--- src/hw/rtl/dbd_pkg.sv ---
`timescale 1ns / 1ps

package dbd_pkg;

	localparam int COUNT_W = 21;
	localparam logic [COUNT_W-1:0] COUNT_MAX = '1;
	localparam int MONTH_W = 4;
	localparam int DAY_W = 5;
	localparam int REM_W = 9;
	localparam logic [REM_W-1:0] REM_MOD = 9'd400;
	localparam logic [REM_W-1:0] REM_LAST = 9'd399;
	localparam logic [MONTH_W-1:0] MONTH_DEC = 4'd12;
	localparam logic [MONTH_W-1:0] MONTH_FEB = 4'd2;

	typedef enum logic [2:0] {
		S_IDLE,
		S_REM,
		S_SMON,
		S_YEAR,
		S_EMON,
		S_DONE
	} state_t;

	typedef struct packed {
		logic load;
		logic rem_step;
		logic mon_init;
		logic mon_step;
		logic mon_end;
		logic year_step;
		logic finish;
	} dbd_cmd_t;

	typedef struct packed {
		logic rem_last;
		logic mon_done;
		logic year_done;
		logic ordered;
	} dbd_stat_t;

	function automatic logic [DAY_W-1:0] month_len(input logic [MONTH_W-1:0] m,
			input logic leap);
		logic [DAY_W-1:0] len;
		unique case (m)
			4'd1, 4'd3, 4'd5, 4'd7, 4'd8, 4'd10, 4'd12: len = 5'd31;
			4'd4, 4'd6, 4'd9, 4'd11: len = 5'd30;
			MONTH_FEB: len = leap ? 5'd29 : 5'd28;
			default: len = 5'd0;
		endcase
		return len;
	endfunction

	// leap test on the year modulo 400
	function automatic logic leap_of(input logic [REM_W-1:0] r);
		return (r[1:0] == 2'b00) && (r != 9'd100) && (r != 9'd200) && (r != 9'd300);
	endfunction

endpackage

--- src/hw/rtl/dbd_ctrl.sv ---
`timescale 1ns / 1ps

module dbd_ctrl
	import dbd_pkg::*;
(
	input  logic      clk,
	input  logic      arst_n,
	input  logic      in_valid,
	input  logic      out_free,
	input  dbd_stat_t stat,
	output logic      in_ready,
	output dbd_cmd_t  cmd
);

	state_t state_q, state_nxt;

	always_ff @(posedge clk or negedge arst_n) begin
		if (!arst_n) begin
			state_q <= S_IDLE;
		end else begin
			state_q <= state_nxt;
		end
	end

	always_comb begin
		state_nxt = state_q;
		cmd = '0;
		in_ready = 1'b0;
		unique case (state_q)
			S_IDLE: begin
				in_ready = 1'b1;
				if (in_valid) begin
					cmd.load = 1'b1;
					state_nxt = S_REM;
				end
			end
			S_REM: begin
				cmd.rem_step = 1'b1;
				if (stat.rem_last) begin
					cmd.mon_init = 1'b1;
					state_nxt = stat.ordered ? S_SMON : S_DONE;
				end
			end
			S_SMON: begin
				if (stat.mon_done) begin
					state_nxt = S_YEAR;
				end else begin
					cmd.mon_step = 1'b1;
				end
			end
			S_YEAR: begin
				if (stat.year_done) begin
					cmd.mon_init = 1'b1;
					state_nxt = S_EMON;
				end else begin
					cmd.year_step = 1'b1;
				end
			end
			S_EMON: begin
				cmd.mon_end = 1'b1;
				if (stat.mon_done) begin
					state_nxt = S_DONE;
				end else begin
					cmd.mon_step = 1'b1;
				end
			end
			S_DONE: begin
				if (out_free) begin
					cmd.finish = 1'b1;
					state_nxt = S_IDLE;
				end
			end
			default: begin
				state_nxt = S_IDLE;
			end
		endcase
	end

endmodule

--- src/hw/rtl/dbd_dp.sv ---
`timescale 1ns / 1ps

module dbd_dp
	import dbd_pkg::*;
#(
	parameter int YEAR_BITS = 12
) (
	input  logic                 clk,
	input  dbd_cmd_t             cmd,
	input  logic [YEAR_BITS-1:0] start_year,
	input  logic [MONTH_W-1:0]   start_month,
	input  logic [DAY_W-1:0]     start_day,
	input  logic [YEAR_BITS-1:0] end_year,
	input  logic [MONTH_W-1:0]   end_month,
	input  logic [DAY_W-1:0]     end_day,
	input  logic                 include_end,
	output dbd_stat_t            stat,
	output logic [COUNT_W-1:0]   day_count
);

	localparam int ACC_W = (YEAR_BITS + 11 > COUNT_W + 1) ? YEAR_BITS + 11 : COUNT_W + 1;
	localparam int QP_W = 24;
	localparam int QUO_W = 8;
	localparam int RECIP_SH = 15;
	// year / 400 = (year >> 4) / 25, and for a value below 4096 the quotient
	// by 25 is (value * 1311) >> 15
	localparam logic [QP_W-1:0] RECIP_25 = 24'd1311;

	logic [YEAR_BITS-1:0] sy_q, ey_q, y_q;
	logic [MONTH_W-1:0]   sm_q, em_q, mi_q;
	logic                 inc_q, ordered_q;
	logic [REM_W-1:0]     r400_q;
	logic [QUO_W-1:0]     quo_q;
	logic                 rem_ph_q;
	logic [ACC_W-1:0]     acc_q;

	logic                 ordered;
	logic [QP_W-1:0]      quo_prod;
	logic [QP_W-1:0]      quo_back;
	logic [QP_W-1:0]      rem_full;
	logic [MONTH_W-1:0]   mon_lim;
	logic                 leap;
	logic [DAY_W-1:0]     mlen;
	logic [ACC_W:0]       span;
	logic [ACC_W:0]       total;

	always_comb begin
		if (start_year != end_year) begin
			ordered = start_year < end_year;
		end else if (start_month != end_month) begin
			ordered = start_month < end_month;
		end else begin
			ordered = start_day < end_day;
		end
	end

	// start year modulo 400 in two steps: quotient first, then the remainder
	assign quo_prod = QP_W'(sy_q[YEAR_BITS-1:4]) * RECIP_25;
	assign quo_back = QP_W'(quo_q) * QP_W'(REM_MOD);
	assign rem_full = QP_W'(sy_q) - quo_back;

	assign leap    = leap_of(r400_q);
	assign mon_lim = cmd.mon_end ? em_q : sm_q;
	assign mlen    = month_len(mi_q, leap);

	always_ff @(posedge clk) begin
		if (cmd.load) begin
			sy_q      <= start_year;
			ey_q      <= end_year;
			y_q       <= start_year;
			sm_q      <= start_month;
			em_q      <= end_month;
			inc_q     <= include_end;
			ordered_q <= ordered;
			rem_ph_q  <= 1'b0;
			acc_q     <= ACC_W'(end_day) - ACC_W'(start_day);
		end
		if (cmd.rem_step) begin
			if (!rem_ph_q) begin
				quo_q    <= quo_prod[RECIP_SH +: QUO_W];
				rem_ph_q <= 1'b1;
			end else begin
				r400_q <= rem_full[REM_W-1:0];
			end
		end
		if (cmd.mon_init) begin
			mi_q <= 4'd1;
		end
		if (cmd.mon_step) begin
			mi_q  <= mi_q + 1'b1;
			acc_q <= cmd.mon_end ? acc_q + ACC_W'(mlen) : acc_q - ACC_W'(mlen);
		end
		if (cmd.year_step) begin
			y_q    <= y_q + 1'b1;
			r400_q <= (r400_q == REM_LAST) ? '0 : r400_q + 1'b1;
			acc_q  <= acc_q + (leap ? ACC_W'(366) : ACC_W'(365));
		end
	end

	assign stat.rem_last  = rem_ph_q;
	assign stat.mon_done  = !((mi_q < mon_lim) && (mi_q <= MONTH_DEC));
	assign stat.year_done = (y_q == ey_q);
	assign stat.ordered   = ordered_q;

	// clamp a negative or unordered span to zero, add one if the end day counts, saturate
	assign span  = (ordered_q && !acc_q[ACC_W-1]) ? {1'b0, acc_q} : '0;
	assign total = span + (ACC_W+1)'(inc_q);
	assign day_count = (total > (ACC_W+1)'(COUNT_MAX)) ? COUNT_MAX : total[COUNT_W-1:0];

endmodule

--- src/hw/rtl/days_between_dates.sv ---
// Flow: load the beat, reduce the start year modulo 400, then, for an ordered pair,
//   walk the start month, the years and the end month before the result is valid;
//   a month walk takes month - 1 steps, at most 12; the year walk sets the worst case.
// Throughput: one item at a time; the next beat is taken only after the result
//   moves to the output register, which may still wait on m_axis_tready.
// Reset: arst_n asynchronous active low; clears the controller and the output valid.
`timescale 1ns / 1ps

module days_between_dates
	import dbd_pkg::*;
#(
	parameter int YEAR_BITS = 12
) (
	input  logic clk,
	input  logic arst_n,
	input  logic s_axis_tvalid,
	output logic s_axis_tready,
	// tdata from bit 0: start_year, start_month, start_day, end_year, end_month,
	// end_day, include_end, zero fill to whole bytes
	input  logic [((2*YEAR_BITS+19+7)/8)*8-1:0] s_axis_tdata,
	output logic m_axis_tvalid,
	input  logic m_axis_tready,
	// tdata from bit 0: day_count, zero fill to whole bytes
	output logic [((COUNT_W+7)/8)*8-1:0] m_axis_tdata
);

	localparam int OUT_W = ((COUNT_W + 7) / 8) * 8;
	localparam int SM_LO = YEAR_BITS;
	localparam int SD_LO = SM_LO + MONTH_W;
	localparam int EY_LO = SD_LO + DAY_W;
	localparam int EM_LO = EY_LO + YEAR_BITS;
	localparam int ED_LO = EM_LO + MONTH_W;
	localparam int IE_LO = ED_LO + DAY_W;

	dbd_cmd_t           cmd;
	dbd_stat_t          stat;
	logic               out_free;
	logic [COUNT_W-1:0] result;
	logic               out_valid_q;
	logic [COUNT_W-1:0] out_data_q;

	// the output register frees up in the same cycle its beat is taken
	assign out_free = !out_valid_q || m_axis_tready;

	dbd_ctrl u_ctrl (
		.clk      (clk),
		.arst_n   (arst_n),
		.in_valid (s_axis_tvalid),
		.out_free (out_free),
		.stat     (stat),
		.in_ready (s_axis_tready),
		.cmd      (cmd)
	);

	// datapath: remainder by 400; the month walks and the year walk share one accumulator
	dbd_dp #(
		.YEAR_BITS (YEAR_BITS)
	) u_dp (
		.clk         (clk),
		.cmd         (cmd),
		.start_year  (s_axis_tdata[SM_LO-1:0]),
		.start_month (s_axis_tdata[SD_LO-1:SM_LO]),
		.start_day   (s_axis_tdata[EY_LO-1:SD_LO]),
		.end_year    (s_axis_tdata[EM_LO-1:EY_LO]),
		.end_month   (s_axis_tdata[ED_LO-1:EM_LO]),
		.end_day     (s_axis_tdata[IE_LO-1:ED_LO]),
		.include_end (s_axis_tdata[IE_LO]),
		.stat        (stat),
		.day_count   (result)
	);

	// output register: load on finish, drop valid once the beat is taken
	always_ff @(posedge clk or negedge arst_n) begin
		if (!arst_n) begin
			out_valid_q <= 1'b0;
		end else if (cmd.finish) begin
			out_valid_q <= 1'b1;
		end else if (m_axis_tready) begin
			out_valid_q <= 1'b0;
		end
	end

	always_ff @(posedge clk) begin
		if (cmd.finish) begin
			out_data_q <= result;
		end
	end

	assign m_axis_tvalid = out_valid_q;
	assign m_axis_tdata  = OUT_W'(out_data_q);

	a_finish_free: assert property (@(posedge clk) disable iff (!arst_n)
		cmd.finish |-> (!out_valid_q || m_axis_tready))
		else $error("result loaded over an untaken beat");

	a_busy_after_accept: assert property (@(posedge clk) disable iff (!arst_n)
		(s_axis_tvalid && s_axis_tready) |=> !s_axis_tready)
		else $error("input taken while an item is in work");

	a_valid_from_finish: assert property (@(posedge clk) disable iff (!arst_n)
		$rose(out_valid_q) |-> $past(cmd.finish))
		else $error("output valid without a finished item");

endmodule

--- config.mk ---
export PLATFORM = sky130hd
export DESIGN_NAME = days_between_dates
export DESIGN_NICKNAME = d
export VERILOG_FILES = /design/src/hw/rtl/dbd_pkg.sv /design/src/hw/rtl/dbd_ctrl.sv /design/src/hw/rtl/dbd_dp.sv /design/src/hw/rtl/days_between_dates.sv
export SDC_FILE = /design/constraint.sdc
export NUM_CORES = 1
export LEC_CHECK = 0
export BUFFER_PORTS_ARGS = -buffer_cell sky130_fd_sc_hd__buf_4
export CAP_MARGIN = 10
export CORE_ASPECT_RATIO = 1.25
export CORE_MARGIN = 2
export CORE_UTILIZATION = 26
export CTS_BUF_LIST = sky130_fd_sc_hd__clkbuf_4
export CTS_CLUSTER_DIAMETER = 120
export DETAILED_ROUTE_END_ITERATION = 16
export MAX_ROUTING_LAYER = met4
export PLACE_DENSITY_LB_ADDON = 0.2
export SLEW_MARGIN = 40
export SYNTH_ARGS = -nofsm -noshare
export SYNTH_HDL_FRONTEND = slang
export SYNTH_SLANG_ARGS = --single-unit
--- constraint.sdc ---
create_clock -name clk -period 4 [get_ports clk]
set_input_delay 0.2 -clock clk [delete_from_list [all_inputs] [get_ports clk]]
set_output_delay 0.2 -clock clk [all_outputs]
set_load 0.01 [all_outputs]
==> flow_metrics.py <==
metrics = {
    "worst_setup_path": {
        "crit_required_ps": 4330,
        "reg2reg_from": "u_dp.sy_q[9]$_DFFE_PP_",
        "cp.buffers_inverters": 3,
        "reg2reg_slack_ps": 40,
        "crit_arrival_ps": 4290,
        "setup.worst_path.start_class": "flip-flop",
        "ff2ff_path_depth": 13,
        "crit_cells": 13,
        "worstPathCellList": "fa_2 > inv_2 > fa_1 > fa_1 > inv_2 > ha_4 > ha_4 > a21o_1 > a2111oi_4 > o41ai_2 > a41o_1 > buf_4 > xor2_1",
        "max_stage_delay_ps": 630,
        "crit_type": "reg2reg",
        "crit_slowest_cell": "fa_2",
        "crit_path_end_kind": "flip-flop",
        "cp-startpoint": "u_dp.sy_q[9]$_DFFE_PP_",
        "cp_top_family": "adder cells",
        "timing.rr.end": "u_dp.quo_q[2]$_DFFE_PP_",
        "critical_path.max_fanout": 3,
    },
    "synth": {
        "synth_edf_count": 107,
        "syn_area_um2": 9110,
        "yosysUniqueCellTypes": 66,
        "synth_seq_area_share": 0.366,
        "yosys_register_bits": 112,
        "yosysWarnings": 0,
        "avgSynthCellArea_um2": 9.89,
        "synthArstFlopShare": 0.0357,
        "synthCells": 921,
        "ys.flop_type": "edfxtp_1",
    },
    "grt": {
        "grt-ovfl-total": 0,
        "antenna_found_initial": 1,
        "grt_max_degree": 27,
        "grtUsageTotal": 0.136,
        "grt_pass1_wl_um": 37800,
        "grt_pass1_vias": 7186,
    },
    "pwr": {
        "ir_drop_uv": 311,
        "p_leak_uw": 0.00466,
        "power_density_nw_per_um2": 919,
        "total_power_uw": 10400,
    },
    "placed_design": {
        "dp_hpwl_um": 18300,
        "io_buffers": 69,
        "place_congestion": 0.768,
    },
    "drt": {
        "post_drt_wl_per_cell_um": 15.1,
        "viasPerCell": 4.56,
        "wl_um": 23200,
        "ant_nets": 0,
        "drtPass1Iterations": 4,
        "drc": 0,
        "first_iter_violations": 331,
        "via_count": 6995,
    },
    "floorplan": {
        "die_w_um": 171,
        "num_rows": 76,
        "die_area_um2": 36600,
        "core-area_um2": 34500,
        "start_util": 0.264,
        "pin_count": 78,
        "die-height_um": 213,
    },
    "timing": {
        "relSlewSlack": 0.525,
        "rsz0062_at_grt": "yes",
        "min_period_over_period": 0.989,
        "finalSetupViolCount": 0,
        "fin_crit_ps": 3960,
        "worstMarginPinSlew_ps": 705,
        "skew_ps": 39.5,
        "finalMaxSlewViolations": 0,
        "hold_violations": 0,
        "fmax_ghz": 0.253,
    },
    "min_path": {
        "min_to": "u_dp.acc_q[0]$_DFFE_PP_",
        "min_from": "s_axis_tdata[16]",
        "hold_class": "in2reg",
        "holdPathStages": 5,
    },
    "status": {
        "outcome": "finished clean",
    },
    "layout": {
        "fin_nets": 1246,
        "n_fill_cell": 3551,
        "drive_gt1_frac": 0.188,
        "area_growth_pct": 23.9,
        "utilization": 0.327,
    },
    "clocking": {
        "cts_max_level": 3,
        "cts.sinks": 112,
        "cts_buffers": 9,
        "tritoncts": "done",
        "root_buffer": "clkbuf_4",
        "cts.clk_slew.worst_paths_ps": 210,
        "clock_latency_ps": 540,
        "cts.path.max_buffers": 2,
    },
    "job": {
        "maxCapViolCount": 0,
    },
}
[kinds of logic after synthesis]
group	share of synthesized area
other	0.000412
DFF	0.366
xor gates and xnor gates	0.101
muxes	0.00549
and+or+nand+nor	0.134
adders and majority gates	0.200
buffers and inverters	0.0532
AOI/OAI and AO/OA	0.140
[worst max path at each step]
stage                              end  slack, ps
3_3_place_gp   u_dp.quo_q[3]$_DFFE_PP_       -110
4_1_cts        u_dp.quo_q[3]$_DFFE_PP_        -20
2_1_floorplan  u_dp.quo_q[3]$_DFFE_PP_          6
6_report       u_dp.quo_q[2]$_DFFE_PP_         40
5_1_grt        u_dp.quo_q[3]$_DFFE_PP_       -180
3_5_place_dp   u_dp.quo_q[3]$_DFFE_PP_       -160
[state kept, by name, indices dropped and copies added (netlist names), 9 cells and up]
| name | flops |
|---|---|
| u_dp.sy_q | 12 |
| u_dp.acc_q | 23 |
| out_data_q | 21 |
| u_dp.ey_q | 12 |
| u_dp.y_q | 12 |
| u_dp.r400_q | 9 |
[where the power goes]
group	internal, µW	switching, µW	leakage [µW]
combinational	3360	3980	0.00354
sequential	1950	501	0.00105
clock	144	448	0.0000726
total	5440	4930	0.00466
[cell type report]
cell class / instances / area, µm² / area share
antenna: 1 / 2.50 / 0.000222
clock buffer: 9 / 67.6 / 0.00599
clock inverter: 7 / 75.1 / 0.00665
inverter: 82 / 308 / 0.0273
multi-input combinational: 691 / 5580 / 0.494
sequential: 112 / 3330 / 0.295
tap: 468 / 586 / 0.0519
timing repair buffer: 165 / 1340 / 0.118
[stage by stage]
stage / cell area (µm²) / std cells / hold WS [ps] / TNS [ps] / setup WS (ps)
2_1_floorplan: 9180 / 923 / -95.6 / 0 / 6.32
3_3_place_gp: 10500 / 1473 / 11.8 / -227 / -112
3_5_place_dp: 10500 / 1473 / 9.29 / -456 / -160
4_1_cts: 11100 / 1528 / 209 / -35.9 / -21.9
5_1_grt: 11300 / 1535 / 297 / -732 / -176
6_report: 11300 / 1535 / 317 / 0 / 42.1
[Yosys cell counts (3+ instances only)]
cell type / count / area share
o21a_1: 7 / 0.0058
nor3_1: 8 / 0.0044
a21oi_1: 50 / 0.027
o221ai_1: 12 / 0.012
a22oi_1: 4 / 0.0033
and4_1: 3 / 0.0029
ha_1: 112 / 0.15
nor2b_1: 14 / 0.0096
and2_1: 3 / 0.0021
nor4bb_1: 3 / 0.0033
nand4_1: 15 / 0.010
a21o_1: 15 / 0.012
nand2_1: 79 / 0.033
edfxtp_1: 107 / 0.35
nand3_1: 31 / 0.017
a31oi_1: 4 / 0.0027
o311ai_0: 3 / 0.0029
clkbuf_1: 27 / 0.011
buf_2: 6 / 0.0033
nor2_1: 44 / 0.018
dfrtp_1: 4 / 0.011
fa_1: 21 / 0.046
mux2i_1: 5 / 0.0055
nand2b_1: 13 / 0.0089
o2bb2ai_1: 3 / 0.0029
and3_1: 12 / 0.0082
inv_1: 82 / 0.034
xnor2_1: 46 / 0.044
o22ai_1: 5 / 0.0034
o31ai_1: 4 / 0.0033
o41ai_1: 3 / 0.0029
xor2_1: 59 / 0.057
nor4_1: 4 / 0.0027
buf_4: 3 / 0.0025
o21ai_0: 61 / 0.034
a211oi_1: 10 / 0.0082
[cell usage in the layout (no fill, tap or decap), types with 5 or more instances in the layout]
cell type | synthesis | layout
inv_1 | 82 | 80
o21a_1 | 7 | 7
clkbuf_4 | 0 | 9
buf_4 | 3 | 127
nor2b_1 | 14 | 13
dlygate4sd3_1 | 0 | 37
a21o_1 | 15 | 15
edfxtp_1 | 107 | 107
o21ai_0 | 61 | 56
ha_1 | 112 | 108
and3_1 | 12 | 12
mux2i_1 | 5 | 5
o221ai_1 | 12 | 11
nand2_1 | 79 | 78
xor2_1 | 59 | 59
nand2b_1 | 13 | 11
a21oi_1 | 50 | 42
fa_1 | 21 | 19
nor3_1 | 8 | 7
nand3_1 | 31 | 31
o22ai_1 | 5 | 5
nor2_1 | 44 | 40
a21oi_2 | 0 | 7
nand4_1 | 15 | 15
xnor2_1 | 46 | 45
a211oi_1 | 10 | 8
[per-layer routing]
| layer | global-route usage | vias up | part of all wire | wire length [µm] |
|---|---|---|---|---|
| met5 | - | - | 0 | 0 |
| met4 | 0.0400 | 0 | 0.017 | 384 |
| met3 | 0.0159 | 22 | 0.024 | 545 |
| met2 | 0.240 | 83 | 0.51 | 11900 |
| met1 | 0.164 | 3314 | 0.45 | 10400 |
| li1 | - | 3576 | - | - |
[worst register-to-register path, cell delays in order (launching register included)]
cell and delay (ps):
edfxtp_1 480, fa_2 630, inv_2 50, fa_1 470, fa_1 530, inv_2 40
ha_4 260, ha_4 190, a21o_1 180, a2111oi_4 320, o41ai_2 120, a41o_1 210
buf_4 140, xor2_1 130
[repair_timing]
action	in CTS	in global routing
pin swaps	9	18
hold buffers	37	0
cloned	0	0
setup buffers	2	6
resized for setup	6	40
endpoints found under the setup margin	8	21
endpoints found under the hold margin	51	0
(Power assumes the default switching activity.)
